===== src/design/bf2d_pkg.sv =====
`default_nettype none
package bf2d_pkg;

  localparam int WINDOW          = 5;
  localparam int MAX_WIDTH       = 4096;
  localparam int EXP_TABLE_DEPTH = 1024;

  localparam int HALF       = WINDOW / 2;
  localparam int SPAN       = 2 * HALF + 1;
  localparam int TAPS       = SPAN * SPAN;
  localparam int PIX_W      = 16;
  localparam int COL_W      = $clog2(MAX_WIDTH);
  localparam int WID_W      = $clog2(MAX_WIDTH + 1);
  localparam int HGT_W      = 16;
  localparam int ROW_W      = HGT_W + 1;
  localparam int TAP_W      = $clog2(SPAN);
  localparam int DIST_W     = $clog2(2 * HALF * HALF + 1);
  localparam int EXP_ADDR_W = $clog2(EXP_TABLE_DEPTH);
  localparam int EXP_LIMIT  = 28;
  localparam int COEF_W     = 32;
  localparam int ACC_W      = 2 * PIX_W + $clog2(TAPS);
  localparam int G_W        = PIX_W + $clog2(TAPS);
  localparam int NUM_W      = ACC_W + 1;
  localparam int DCNT_W     = $clog2(NUM_W + 1);
  localparam int CFG_IDX_W  = 2;

  localparam logic [CFG_IDX_W-1:0] REG_FRAME_WIDTH   = 2'd0;
  localparam logic [CFG_IDX_W-1:0] REG_FRAME_HEIGHT  = 2'd1;
  localparam logic [CFG_IDX_W-1:0] REG_RANGE_COEFF   = 2'd2;
  localparam logic [CFG_IDX_W-1:0] REG_SPATIAL_COEFF = 2'd3;

  typedef logic [PIX_W-1:0] exp_rom_t [EXP_TABLE_DEPTH];

  typedef struct packed {
    logic              valid;
    logic              inb;
    logic [PIX_W-1:0]  v;
    logic [PIX_W-1:0]  d;
    logic [DIST_W-1:0] dist2;
  } tap_t;

  function automatic longint unsigned div_u64(longint unsigned num, longint unsigned den);
    longint unsigned quo;
    longint unsigned rem;
    quo = 0;
    rem = 0;
    for (int b = 63; b >= 0; b--) begin
      rem = {rem[62:0], num[b]};
      if (rem >= den) begin
        rem    = rem - den;
        quo[b] = 1'b1;
      end
    end
    return quo;
  endfunction

  function automatic exp_rom_t build_exp_rom();
    longint unsigned term;
    longint unsigned pos;
    longint unsigned neg;
    longint unsigned q;
    longint unsigned a;
    longint unsigned e;
    exp_rom_t r;
    term = 64'd1 << 56;
    pos  = term;
    neg  = 0;
    for (int n = 1; n <= 24; n++) begin
      term = div_u64(term * 16, longint'(EXP_TABLE_DEPTH) * n);
      if (n[0]) neg += term;
      else pos += term;
    end
    q = ((pos - neg) + (64'd1 << 23)) >> 24;
    a = 64'd1 << 32;
    for (int k = 0; k < EXP_TABLE_DEPTH; k++) begin
      e = (a + 64'd32768) >> 16;
      r[k] = (e > 64'd65535) ? 16'hFFFF : e[PIX_W-1:0];
      a = (a * q + (64'd1 << 31)) >> 32;
    end
    return r;
  endfunction

  localparam exp_rom_t EXP_ROM = build_exp_rom();

  function automatic logic [DIST_W-1:0] tap_dist2(logic [TAP_W-1:0] j, logic [TAP_W-1:0] i);
    int dx;
    int dy;
    int s;
    dx = int'(j) - HALF;
    dy = int'(i) - HALF;
    s  = dx * dx + dy * dy;
    return s[DIST_W-1:0];
  endfunction

endpackage
`default_nettype wire


===== src/design/bf2d_div.sv =====
`default_nettype none
module bf2d_div
  import bf2d_pkg::*;
(
  input  wire logic             clk,
  input  wire logic             rst,
  input  wire logic             start,
  input  wire logic [ACC_W-1:0] num_in,
  input  wire logic [G_W-1:0]   den_in,
  output logic                  done,
  output logic [PIX_W-1:0]      quot
);

  logic [NUM_W-1:0]  qn;
  logic [G_W:0]      rem;
  logic [G_W-1:0]    den;
  logic [DCNT_W-1:0] cnt;
  logic              run;
  logic [G_W:0]      trial;
  logic              ge;

  assign trial = {rem[G_W-1:0], qn[NUM_W-1]};
  assign ge    = trial >= {1'b0, den};

  always_ff @(posedge clk) begin
    if (rst) begin
      run  <= 1'b0;
      done <= 1'b0;
    end else begin
      done <= 1'b0;
      if (start) begin
        run <= 1'b1;
        cnt <= DCNT_W'(NUM_W);
        den <= den_in;
        rem <= '0;
        qn  <= {1'b0, num_in} + NUM_W'(den_in >> 1);
      end else if (run) begin
        rem <= ge ? trial - {1'b0, den} : trial;
        qn  <= {qn[NUM_W-2:0], ge};
        cnt <= cnt - 1'b1;
        if (cnt == DCNT_W'(1)) begin
          run  <= 1'b0;
          done <= 1'b1;
        end
      end
    end
  end

  always_comb begin
    if (den == '0) quot = '0;
    else if (qn[NUM_W-1:PIX_W] != '0) quot = '1;
    else quot = qn[PIX_W-1:0];
  end

endmodule
`default_nettype wire


===== config.mk =====
export PLATFORM = sky130hd
export DESIGN_NAME = bf2d_div
export DESIGN_NICKNAME = d
export VERILOG_FILES = /design/src/design/bf2d_pkg.sv /design/src/design/bf2d_div.sv
export SDC_FILE = /design/constraint.sdc
export NUM_CORES = 1
export LEC_CHECK = 0
export ABC_CLOCK_PERIOD_IN_PS = 4980
export BUFFER_PORTS_ARGS = -buffer_cell sky130_fd_sc_hd__clkbuf_2
export CAP_MARGIN = 30
export CORE_MARGIN = 8
export CORE_UTILIZATION = 55
export CTS_CLUSTER_SIZE = 24
export DETAILED_ROUTE_END_ITERATION = 7
export MAX_ROUTING_LAYER = met4
export PLACE_DENSITY = 0.88
export SLEW_MARGIN = 40
export SYNTH_ARGS = -nofsm -noshare
export SYNTH_HDL_FRONTEND = slang
export SYNTH_SLANG_ARGS = --single-unit

===== constraint.sdc =====
create_clock -name clk -period 4.98 [get_ports clk]
set_input_delay 0.498 -clock clk [delete_from_list [all_inputs] [get_ports clk]]
set_output_delay 0.498 -clock clk [all_outputs]
set_load 0.01 [all_outputs]

==> flow_summary.toml <==
[power_and_ir_drop]
max-vdd-ir-drop_v = 0.000202
p_leak_nw = 2.94
p_per_area_nw_per_um2 = 300

[synth]
syn_area_sq_um = 6420
synthArstFlopShare_pct = 0
ys_seq_area_share_pct = 40.8
avgSynthCellArea_sq_um = 10.0
synth-edff-count = 86
yosysUniqueCellTypes = 72
syn-num-nets = 747
yosys_warnings = 0
synthFlopType = "edfxtp_1"
synth_seq_cells = 88
synthCells = 641

[route]
antenna_left = 0
drtPass1Iterations = 5
via_count = 5379
wirelength_mm = 16.3
first_iter_violations = 581
avgRoutedWirePerCell_microns = 18.9
vias_per_cell = 6.26
drc = 0

[place]
hpwl_mm = 12.4
io_buffers = 77
dpl.cell_count = 843
pre_cts_slack_ns = 1.74
gp_congestion = 0.961

[clocking]
cts_buffers = 9
clkTransAtPathRegs_ns = 0.07
clock_path_buffers = 2
cts_resized = 0
cts_tree = "built"
clk_latency_ns = 0.35
cts_setup_buffers = 0
ctsHoldBuffers = 0
cts_root_buf = "clkbuf_16"
h-tree-depth = 3
cts_sinks = 88

[global_route]
antenna_found_initial = 0
grt_max_degree = 90
grt-ovfl-total = 0
grt_pass1_vias = 5410
track_usage_pct = 22.7
use_met1_pct = 27.0
grt_pass1_wl_mm = 26.6
grt.busiest_layer = "met2"
grtUsageMet3_pct = 3.58
grt_use_met2_pct = 37.3

[sta]
post-route-period-util_pct = 61.8
worstMarginPinSlew_ns = 0.728
max_freq_mhz = 325
hold_viol_final = 0
tns_ns = 0
fin_ws_ns = 1.90
finalSetupViolations = 0
fin_crit_ns = 3.08
grt_setup_unrepaired = "no"
finClkSkew_ns = 0.0116
slew_headroom_pct = 51.2
slew_viol_final = 0

[die]
die_y_microns = 124
ios = 78
initial_utilization_pct = 56.2
core-area_sq_um = 11400
rows = 39
die_w_microns = 124
die-area_sq_um = 15400

[run_status]
status = "completed"

[worst_setup_path]
worstPathMaxFanout = 16
crit_required_ns = 4.48
crit_type = "flip-flop to output port"
cp_data_arrival_time_ns = 2.58
start_kind = "flip-flop"
crit_path_end_kind = "output port"

[worst_hold_path]
hold_path_class = "input pin to flip-flop"

[layout]
antenna_cells = 0
stdcell_count = 859
final_core_util_pct = 63.0
area_growth_pct = 11.9
drive_gt1_share_pct = 19.4
final_nets = 817

[job]
max-cap-violations = 0
[area by class of cell]
class | instances | area (sq um)
Fill cell | 953 | 4230
Multi-Input combinational cell | 496 | 3540
Sequential cell | 88 | 2620
Timing Repair Buffer | 81 | 439
Clock buffer | 10 | 229
Tap cell | 143 | 179
Inverter | 35 | 131
Clock inverter | 6 | 43.8
[worst paths after layout]
kind / start / end / slack [ns] / cells past startpoint
setup / recovery: qn[17] / quot[10] / 1.90 / 5
setup reg to reg: qn[37] / rem[4] / 1.93 / 10
hold reg to reg: run / done / 0.51 / 1
hold / removal: den_in[1] / den[1] / 0.35 / 1
[critical path, stage by stage (launching register included)]
cell	delay (ns)
edfxtp_1	0.40
nor4_1	0.55
nand4_1	0.14
or4_1	0.71
o21a_1	0.29
clkbuf_2	0.12
[routing by layer]
| metal | part of all wire [%] | vias to the layer above |
|---|---|---|
| met4 | 2.5 | 0 |
| met1 | 43 | 2581 |
| met5 | 0 | - |
| met3 | 4.4 | 38 |
| met2 | 50 | 188 |
| li1 | - | 2572 |
[kinds of logic (layout without fill, tap and decap cells)]
family	after synthesis	in the layout	synth area share (%)
AOI/OAI and AO/OA	204	204	21.4
and+or+nand+nor	179	179	14.5
DFF	88	88	40.8
buffers and inverters	57	132	4.21
xor gates and xnor gates	46	46	6.27
adders and majority gates	45	45	9.00
muxes	22	22	3.76
[power breakdown]
part           total [mW]  internal, mW  switching (mW)
sequential          0.932         0.897          0.0351
clock               0.632         0.341           0.292
combinational       0.590         0.252           0.338
[cell usage after synthesis, drive strengths merged (10+ instances only)]
library cell	number	share of area, %
edfxtp	86	40
a21oi	65	5.1
nor2	45	2.6
ha	43	8.4
nand2	37	2.2
inv	35	2.0
xnor2	33	4.5
o21ai	27	2.2
a21o	25	2.9
o21a	23	2.7
a211oi	19	2.2
mux2	17	3.0
clkbuf	16	1.3
nand3	15	1.2
xor2	13	1.8
and3	10	0.99
nand4	10	0.97
o31ai	10	1.2
[sequential cells by signal (all words and copies together), names as in the netlist]
register and count:
run 1, den 21, cnt 6, qn 38
rem 21, done 1
[through the flow]
step / hold WS (ns) / instance area [sq um] / total power, mW
after detailed placement: 0.474 / 6910 / 1.53
after floorplan: 0.460 / 6420 / 1.38
after CTS: 0.336 / 7190 / 2.16
after global placement: 0.470 / 6880 / 1.50
after global routing: 0.338 / 7190 / 2.26
final: 0.349 / 7190 / 2.15
[layout by cell type (no fill, tap or decap), types with 10 or more instances in the layout]
master | Yosys | layout
nand4_1 | 10 | 10
o21ai_0 | 24 | 24
clkbuf_2 | 1 | 77
mux2_2 | 17 | 17
edfxtp_1 | 86 | 86
a21o_1 | 25 | 25
a211oi_1 | 19 | 19
ha_1 | 43 | 43
inv_1 | 35 | 35
nor2_1 | 45 | 44
xor2_1 | 13 | 13
o21a_1 | 23 | 23
nand2_1 | 37 | 37
xnor2_1 | 33 | 33
a21oi_1 | 64 | 64
nand3_1 | 15 | 15
(Power assumes the default switching activity.)
